<file path="src/sv/spq_pkg.sv">
// ----------------------------------------------------------------------------
// spq_pkg
// Shared constants, codes and transaction types of the stable priority queue.
// ----------------------------------------------------------------------------
package spq_pkg;

    localparam int DEPTH     = 16;
    localparam int TAG_WIDTH = 16;
    localparam int PRIO_W    = 3;
    localparam int OCC_W     = 5;
    localparam int STATUS_W  = 2;
    localparam int CNT_W     = $clog2(DEPTH + 1);

    localparam logic ACT_PUSH = 1'b0;
    localparam logic ACT_POP  = 1'b1;

    localparam logic [STATUS_W-1:0] ST_PUSH_OK   = 2'd0;
    localparam logic [STATUS_W-1:0] ST_PUSH_FULL = 2'd1;
    localparam logic [STATUS_W-1:0] ST_POP_OK    = 2'd2;
    localparam logic [STATUS_W-1:0] ST_POP_EMPTY = 2'd3;

    typedef struct packed {
        logic                 action;
        logic [PRIO_W-1:0]    priority_req;
        logic [TAG_WIDTH-1:0] tag;
    } t_spq_in;

    typedef struct packed {
        logic [STATUS_W-1:0]  status;
        logic [TAG_WIDTH-1:0] out_tag;
        logic [PRIO_W-1:0]    out_priority;
        logic [OCC_W-1:0]     occupancy;
    } t_spq_out;

    // command broadcast to every cell
    typedef struct packed {
        logic                 push;
        logic                 pop;
        logic [PRIO_W-1:0]    prio;
        logic [TAG_WIDTH-1:0] tag;
    } t_spq_cmd;

endpackage

</file>
<file path="src/sv/spq_cell.sv">
// ----------------------------------------------------------------------------
// spq_cell
// One slot of the queue: holds a tag and priority, takes the new entry,
// its left neighbor or its right neighbor as the command requires.
// ----------------------------------------------------------------------------
module spq_cell
    import spq_pkg::*;
(
    input  logic                 i_clk,
    input  t_spq_cmd             i_cmd,
    input  logic                 i_occupied,
    input  logic                 i_keep_left,
    input  logic [TAG_WIDTH-1:0] i_left_tag,
    input  logic [PRIO_W-1:0]    i_left_prio,
    input  logic [TAG_WIDTH-1:0] i_right_tag,
    input  logic [PRIO_W-1:0]    i_right_prio,
    output logic                 o_keep,
    output logic [TAG_WIDTH-1:0] o_tag,
    output logic [PRIO_W-1:0]    o_prio
);

    logic [TAG_WIDTH-1:0] r_tag;
    logic [PRIO_W-1:0]    r_prio;
    logic [TAG_WIDTH-1:0] n_tag;
    logic [PRIO_W-1:0]    n_prio;

    // held entry stays ahead of the new one when its priority is not lower
    assign o_keep = i_occupied && (r_prio >= i_cmd.prio);
    assign o_tag  = r_tag;
    assign o_prio = r_prio;

    always_comb begin
        n_tag  = r_tag;
        n_prio = r_prio;
        if (i_cmd.push && !o_keep) begin
            if (i_keep_left) begin
                n_tag  = i_cmd.tag;
                n_prio = i_cmd.prio;
            end else begin
                n_tag  = i_left_tag;
                n_prio = i_left_prio;
            end
        end else if (i_cmd.pop) begin
            n_tag  = i_right_tag;
            n_prio = i_right_prio;
        end
    end

    always_ff @(posedge i_clk) begin
        r_tag  <= n_tag;
        r_prio <= n_prio;
    end

endmodule

</file>
<file path="src/sv/stable_priority_queue_unit.sv">
// ----------------------------------------------------------------------------
// stable_priority_queue_unit
// Bounded stable priority queue built as a shift chain of slot cells.
// ----------------------------------------------------------------------------
//  channel  signals                 timing
//  -------  ----------------------  -------------------------------------
//  command  start, busy, i_item     taken when start=1 and busy=0
//  result   o_valid, o_result       one cycle strobe, one per command
//
//  every command is handled at once: the whole chain of DEPTH cells
//  compares and shifts in parallel, the result appears the cycle after.
//  busy stays low, so a command may be issued in every cycle.
//  reset clears the fill count and the result strobe; slot contents
//  are not cleared, only slots below the fill count are ever read.
// ----------------------------------------------------------------------------
module stable_priority_queue_unit
    import spq_pkg::*;
(
    input  logic     i_clk,
    input  logic     i_rst_n,
    input  logic     start,
    output logic     busy,
    input  t_spq_in  i_item,
    output logic     o_valid,
    output t_spq_out o_result
);

    logic [CNT_W-1:0] r_count;
    logic [CNT_W-1:0] n_count;
    logic             r_valid;
    t_spq_out         r_result;
    t_spq_out         n_result;
    t_spq_cmd         w_cmd;
    logic             w_full;
    logic             w_empty;

    logic                 w_keep [DEPTH];
    logic [TAG_WIDTH-1:0] w_tag  [DEPTH];
    logic [PRIO_W-1:0]    w_prio [DEPTH];

    assign busy    = 1'b0;
    assign w_full  = (r_count == CNT_W'(DEPTH));
    assign w_empty = (r_count == '0);

    always_comb begin
        w_cmd.push = start && (i_item.action == ACT_PUSH) && !w_full;
        w_cmd.pop  = start && (i_item.action == ACT_POP) && !w_empty;
        w_cmd.prio = i_item.priority_req;
        w_cmd.tag  = i_item.tag;
    end

    genvar gi;
    generate
        for (gi = 0; gi < DEPTH; gi++) begin : g_cell
            logic                 w_occ;
            logic                 w_kl;
            logic [TAG_WIDTH-1:0] w_lt;
            logic [PRIO_W-1:0]    w_lp;
            logic [TAG_WIDTH-1:0] w_rt;
            logic [PRIO_W-1:0]    w_rp;

            assign w_occ = (CNT_W'(gi) < r_count);

            if (gi == 0) begin : g_head
                assign w_kl = 1'b1;
                assign w_lt = i_item.tag;
                assign w_lp = i_item.priority_req;
            end else begin : g_body
                assign w_kl = w_keep[gi-1];
                assign w_lt = w_tag[gi-1];
                assign w_lp = w_prio[gi-1];
            end

            if (gi == DEPTH - 1) begin : g_tail
                assign w_rt = w_tag[gi];
                assign w_rp = w_prio[gi];
            end else begin : g_inner
                assign w_rt = w_tag[gi+1];
                assign w_rp = w_prio[gi+1];
            end

            spq_cell u_cell (
                .i_clk        (i_clk),
                .i_cmd        (w_cmd),
                .i_occupied   (w_occ),
                .i_keep_left  (w_kl),
                .i_left_tag   (w_lt),
                .i_left_prio  (w_lp),
                .i_right_tag  (w_rt),
                .i_right_prio (w_rp),
                .o_keep       (w_keep[gi]),
                .o_tag        (w_tag[gi]),
                .o_prio       (w_prio[gi])
            );
        end
    endgenerate

    always_comb begin
        n_count               = r_count;
        n_result.status       = ST_PUSH_OK;
        n_result.out_tag      = '0;
        n_result.out_priority = '0;
        if (i_item.action == ACT_PUSH) begin
            if (w_full) begin
                n_result.status = ST_PUSH_FULL;
            end else begin
                n_count = r_count + CNT_W'(1);
            end
        end else begin
            if (w_empty) begin
                n_result.status = ST_POP_EMPTY;
            end else begin
                n_result.status       = ST_POP_OK;
                n_result.out_tag      = w_tag[0];
                n_result.out_priority = w_prio[0];
                n_count               = r_count - CNT_W'(1);
            end
        end
        n_result.occupancy = OCC_W'(n_count);
    end

    always_ff @(posedge i_clk) begin
        if (!i_rst_n) begin
            r_count <= '0;
            r_valid <= 1'b0;
        end else begin
            r_valid <= start;
            if (start) begin
                r_count <= n_count;
            end
        end
    end

    // result payload needs no reset
    always_ff @(posedge i_clk) begin
        if (start) begin
            r_result <= n_result;
        end
    end

    assign o_valid  = r_valid;
    assign o_result = r_result;

endmodule
</file>
<file path="config.mk">
export PLATFORM = sky130hd
export DESIGN_NAME = stable_priority_queue_unit
export DESIGN_NICKNAME = d
export VERILOG_FILES = /design/src/sv/spq_pkg.sv /design/src/sv/spq_cell.sv /design/src/sv/stable_priority_queue_unit.sv
export SDC_FILE = /design/constraint.sdc
export NUM_CORES = 1
export LEC_CHECK = 0
export BUFFER_PORTS_ARGS = -buffer_cell sky130_fd_sc_hd__clkbuf_2
export CORE_MARGIN = 2
export CORE_UTILIZATION = 48
export CTS_BUF_LIST = sky130_fd_sc_hd__clkbuf_4 sky130_fd_sc_hd__clkbuf_8 sky130_fd_sc_hd__clkbuf_16
export CTS_CLUSTER_SIZE = 10
export DETAILED_ROUTE_END_ITERATION = 10
export HOLD_SLACK_MARGIN = 0.05
export PLACE_DENSITY_LB_ADDON = 0.12
export RECOVER_POWER = 50
export SLEW_MARGIN = 20
export SYNTH_ARGS = -nofsm -noshare
export SYNTH_HDL_FRONTEND = slang
export SYNTH_SLANG_ARGS = --single-unit
</file>
<file path="constraint.sdc">
create_clock -name i_clk -period 6.8 [get_ports i_clk]
set_input_delay 1.36 -clock i_clk [delete_from_list [all_inputs] [get_ports i_clk]]
set_output_delay 1.36 -clock i_clk [all_outputs]
set_load 0.02 [all_outputs]
</file>
Word-level counts from Yosys, hierarchy flattened
Index checks and enable logic that the tools add are counted.
{ "classes": {"add_sub_neg": 2, "n_lt_le_gt_ge": 32, "eq_ne": 1, "muxes": 96, "bitwise": 1, "n_reduce_logical": 71} }
{ "op_table": {"columns": ["cell", "n"], "rows": [
  ["$mux 16", 45],
  ["$mux 3", 45],
  ["$ge 3x3->1", 16],
  ["$lt 4x5->1 const A", 8],
  ["$logic_and 1x1->1", 36],
  ["$reduce_bool 2->1", 15],
  ["$lt 3x5->1 const A", 4],
  ["$logic_not 1->1", 18],
  ["$mux 5", 3],
  ["$lt 1x5->1 const A", 2],
  ["$lt 2x5->1 const A", 2],
  ["$add 5x1->5 const B", 1],
  ["$eq 5x5->1 const B", 1],
  ["$logic_not 5->1", 1],
  ["$sub 5x1->5 const B", 1],
  ["$mux 1", 2],
  ["$mux 2", 1],
  ["$reduce_or 2->1", 1],
  ["$not 1->1", 1]
]} }
{ "totals": {"ff_bits": 336, "in_bits": 23, "output_inout_bits": 28} }

Depth between registers and ports, before layout
{ "logic_depth": {"depth_word": 5, "depth_mapped": 10, "mapped_depth_nobuf": 7} }

By module
From an unflattened synthesis, not the netlist that was laid out.
{ "unflattened": {"cells_unflattened": 1342, "area_unflattened_um2": 21065.2} }
{ "modules_own_cells": {"columns": ["module", "n_inst", "cells_per_inst", "area_each_um2"], "rows": [
  ["spq_cell at g_cell[0].u_cell ...", 15, 75, 1219.9],
  ["stable_priority_queue_unit", 1, 141, 1579.0],
  ["spq_cell at g_cell[9].u_cell", 1, 76, 1187.4]
]} }

Worst setup path after synthesis
OpenSTA, ideal clock, no wires.
{ "synth_path": {"path_kind": "input to register", "start": "in i_item[17] (netlist name)", "end": "reg g_cell[15].u_cell.r_prio[0] (enable)", "setup_time_ns": 0.401, "arrival_ns": 3.751, "required_time_ns": 6.399, "path_slack_ns": 2.648, "path_stages": 7, "n_path_buf": 2, "cell_sequence": "clkbuf_1 -> clkbuf_1 -> inv_1 -> ha_1 -> a21o_1 -> a21o_1 -> a21oi_1"} }
{ "synth_between": {"elab_chain_len": 4} }
{ "synth_rtl": {"columns": ["element", "line", "source"], "rows": [
  ["from (decl)", "stable_priority_queue_unit.sv:23", "input t_spq_in i_item,"],
  ["$ge 3x3->1", "spq_cell.sv:28", "assign o_keep = i_occupied && (r_prio >= i_cmd.prio);"],
  ["$logic_and 1x1->1", "spq_cell.sv:28", null],
  ["$logic_not 1->1", "spq_cell.sv:35", "if (i_cmd.push && !o_keep) begin"],
  ["$logic_and 1x1->1", "spq_cell.sv:35", null],
  ["to (signal assigned)", "spq_cell.sv:51", "r_prio <= n_prio;"],
  ["to (decl)", "spq_cell.sv:23", "logic [PRIO_W-1:0] r_prio;"]
]} }
Every way passes these cells.
A chain may end at the register's enable or synchronous reset.

Worst setup path in the final report
{ "layout_path": {"start": "in i_item[17] (netlist name)", "end": "reg g_cell[8].u_cell.r_tag[10], data pin"} }
{ "layout_between": {"elab_chain_len": 5, "elab_cells_between_ends": 8, "cone_classes": "order compare: 2; mux: 2; reduce/logical: 4"} }
{ "layout_rtl": {"columns": ["element", "line", "source"], "rows": [
  ["$ge 3x3->1", "spq_cell.sv:28", null],
  ["$logic_and 1x1->1", "spq_cell.sv:28", null],
  ["$logic_not 1->1", "spq_cell.sv:35", null],
  ["$logic_and 1x1->1", "spq_cell.sv:35", null],
  ["$mux 16 *", "spq_cell.sv:35", null],
  ["net g_cell[8].u_cell.n_tag[10]", "spq_cell.sv:24", "logic [TAG_WIDTH-1:0] n_tag;"],
  ["to (signal assigned)", "spq_cell.sv:50", "r_tag <= n_tag;"],
  ["to (decl)", "spq_cell.sv:22", "logic [TAG_WIDTH-1:0] r_tag;"]
]} }
The timed path passes the listed nets; every way through them passes the cells marked *.

==> results.py <==
metrics = {
    "logic_synthesis": {
        "synth_nets": 1641,
        "synth-compound-area-share": 0.103,
        "ys_ff_latch": 336,
        "synth_common_cells": "edfxtp_1, mux2i_1, a21oi_1",
        "synth_mux_area_frac": 0.170,
        "synth-edff-count": 330,
        "ys_seq_area_frac": 0.552,
        "synth_warnings": 0,
        "syn_area_per_cell_um2": 11.6,
        "synth-simple-area-share": 0.0939,
        "netlist_instances": 1566,
        "postSynth.asyncResetShare": 0,
        "synthAdderAreaFrac": 0.0358,
        "ys_types": 51,
        "synth_top_area_cell": "edfxtp_1",
        "synthXorXnorAreaFrac": 0.00193,
        "syn-cell-area_mm2": 0.0182,
        "netlist_top_cells_area": "edfxtp_1, mux2i_1, a21oi_1, nor2_1, ha_1",
        "synth_top_cell_area_share": 0.546,
        "synth_top_family_by_area": "multiplexers",
        "ys_dominant_reg_cell": "edfxtp_1",
        "synthMostInstantiatedCell": "edfxtp_1",
    },
    "die": {
        "num_io_pins": 51,
        "dieArea_mm2": 0.0394,
        "core_area_mm2": 0.0375,
        "initial_core_util": 0.484,
        "row_count": 71,
        "die_h_um": 198,
        "die_x_um": 198,
    },
    "timing": {
        "hold_viol": 0,
        "finalCritPeriodShare": 0.762,
        "period_minus_slack_ps": 5180,
        "fmax_ghz": 0.193,
        "worst_slack_ps": 1620,
        "skew_ps": 20.6,
        "rsz0062_at_grt": "no",
        "fin_setup_tns_ps": 0,
        "finalMaxSlewViolations": 97,
        "slew_headroom": -0.457,
        "tightest_slew_ps": 2180,
        "setup_viol": 0,
    },
    "cells_and_area": {
        "final_nets": 1636,
        "syn_to_final_growth_pct": 7.62,
        "insertedDiodeCount": 0,
        "drive_above_1_share": 0.0902,
        "final_area_mm2": 0.0195,
    },
    "grt": {
        "grtUsageTotal": 0.226,
        "grt_start_max_net_pins": 40,
        "grt_pass1_wl_um": 68700,
        "grt_pass1_vias": 11800,
        "grt_remaining_overflow": 0,
        "antenna_found_initial": 1,
    },
    "detailed_routing": {
        "drtAntennaViolNets": 0,
        "wl_per_cell_um": 21.0,
        "dr.pass1.iters": 5,
        "vias_per_cell": 5.68,
        "finalWirelength_um": 43800,
        "drtIter0Drc": 685,
        "routed-via-count": 11800,
        "drc": 0,
    },
    "run_status": {
        "violations": "capacitance limit, slew limit",
        "outcome": "finished, violations left",
    },
    "clocking": {
        "htree_levels": 2,
        "clock_sinks": 336,
        "clk_pin_slew_ps": 50,
        "cts_tree": "done",
        "clkLatencyLatePin_ps": 570,
        "cts_buffer_depth": 3,
        "hold_buffers": 0,
        "postCtsSetupBuffers": 0,
        "cts_root_buffer": "clkbuf_16",
        "numCtsBuffers": 41,
        "cts_resized": 0,
    },
    "power_and_ir_drop": {
        "peakVddDrop_mv": 0.208,
        "leakage_nw": 8.38,
        "power_density_mw_per_mm2": 368,
    },
    "worst_setup_path": {
        "regToRegSetupSlack_ps": 3090,
        "cp_data_arrival_time_ps": 5470,
        "cp_num_buf_inv": 2,
        "endpoint_kind": "flip-flop",
        "worstSetupPathType": "input pin to flip-flop",
        "slowest_stage": "nor2_1",
        "startpoint_type": "input pin",
        "cp_max_fo": 19,
        "crit_required_ps": 7090,
        "slowest_delay_ps": 1610,
        "cpLargestDelayFamily": "simple AND/OR/NAND/NOR gates",
        "path_cells": "clkbuf_1 > inv_1 > ha_1 > a211oi_1 > nor2_1 > mux2i_1 > a21oi_1",
    },
    "placed_design": {
        "routabilityCongestion": 0.837,
        "io_buffer_count": 49,
        "pre_cts_ws_ps": 2010,
        "placedInstanceArea_mm2": 0.0185,
        "dp_hpwl_um": 30800,
    },
    "run": {
        "maxCapViolations": 4,
    },
    "min_path": {
        "hp-class": "flip-flop to flip-flop",
    },
}
[worst register-to-register path, cell delays in order (launching register included)]
cell,delay [ps]
dfxtp_1,620
inv_1,210
ha_1,340
a31o_1,480
a21oi_1,1630
[power breakdown]
part | total (W) | switching (W) | leakage [nW] | internal (W)
registers | 0.00333 | 0.000325 | 3.17 | 0.00300
clock network | 0.00193 | 0.000828 | 0.558 | 0.00110
logic | 0.00193 | 0.00121 | 4.65 | 0.000728
total | 0.00719 | 0.00236 | 8.38 | 0.00484
[through the flow]
step	std cells	total power, W	hold slack, ps	utilization
after floorplan	1566	0.00477	496	-
after global routing	2086	0.00760	564	0.521
after global placement	2029	0.00529	508	0.494
after detailed placement	2029	0.00533	515	0.494
final	2086	0.00719	514	0.521
after CTS	2086	0.00728	515	0.524
[routing by layer]
metal  vias to the layer above  routed length, µm  global-route usage
li1                       5700                  -                   -
met1                      5843              20000               0.303
met2                       234              20900               0.375
met3                        60               1820              0.0427
met4                         2               1010              0.0663
met5                         -                 11                   0
[final cells by class]
class / instances / area, µm²
fillers: 3422 / 17900
clock inverters: 11 / 75.1
inverters: 25 / 93.8
flip-flops and latches: 336 / 10000
well taps: 511 / 639
clock buffers: 46 / 1060
repair buffers: 66 / 325
multi-input cells: 1091 / 7310
[worst paths after layout]
kind | startpoint | to | depth (start not counted)
worst max-delay path | i_item[17] | g_cell[8].u_cell.o_tag[10] | 7
worst min-delay path | g_cell[15].u_cell.o_tag[9] | g_cell[14].u_cell.o_tag[9] | 2
worst max register to register | r_count[0] | g_cell[15].u_cell.o_tag[9] | 4
worst min register to register | g_cell[15].u_cell.o_tag[9] | g_cell[14].u_cell.o_tag[9] | 2
[cell usage in the layout (no fill, tap or decap), types with 3 or more instances in the layout]
master	netlist	layout
clkbuf_1	33	32
clkbuf_16	0	41
inv_1	25	25
nor2b_1	12	12
mux2i_1	266	266
nand2_4	9	6
mux2_2	35	35
dfxtp_1	6	6
buf_4	21	14
ha_1	52	52
nand2b_1	20	19
a211oi_1	6	6
and3_1	18	18
xnor2_1	3	3
nor2_1	218	220
a21oi_1	229	231
clkinv_1	0	7
edfxtp_1	330	330
nor3_1	3	3
or3_1	3	3
o21ai_1	20	9
a311oi_1	3	3
o21ai_0	61	72
a21oi_2	10	8
a21o_1	3	3
nand3_1	3	3
clkbuf_4	1	5
clkbuf_2	0	20
nand2_1	84	87
[sequential cells by signal (all words and copies together), names as in the netlist]
| register | count |
|---|---|
| g_cell.u_cell.o_prio | 48 |
| r_count | 5 |
| g_cell.u_cell.o_tag | 256 |
| o_result | 26 |
| o_valid | 1 |
[cells by family (layout without fill, tap and decap cells)]
kind of cell / count (synthesis) / after routing
adders and majority gates: 52 / 52
buffers and inverters: 139 / 148
other: 1 / 1
AOI/OAI and AO/OA: 348 / 348
xor gates and xnor gates: 4 / 4
and+or+nand+nor: 383 / 383
DFF: 336 / 336
muxes: 303 / 303
(Power assumes the default switching activity.)
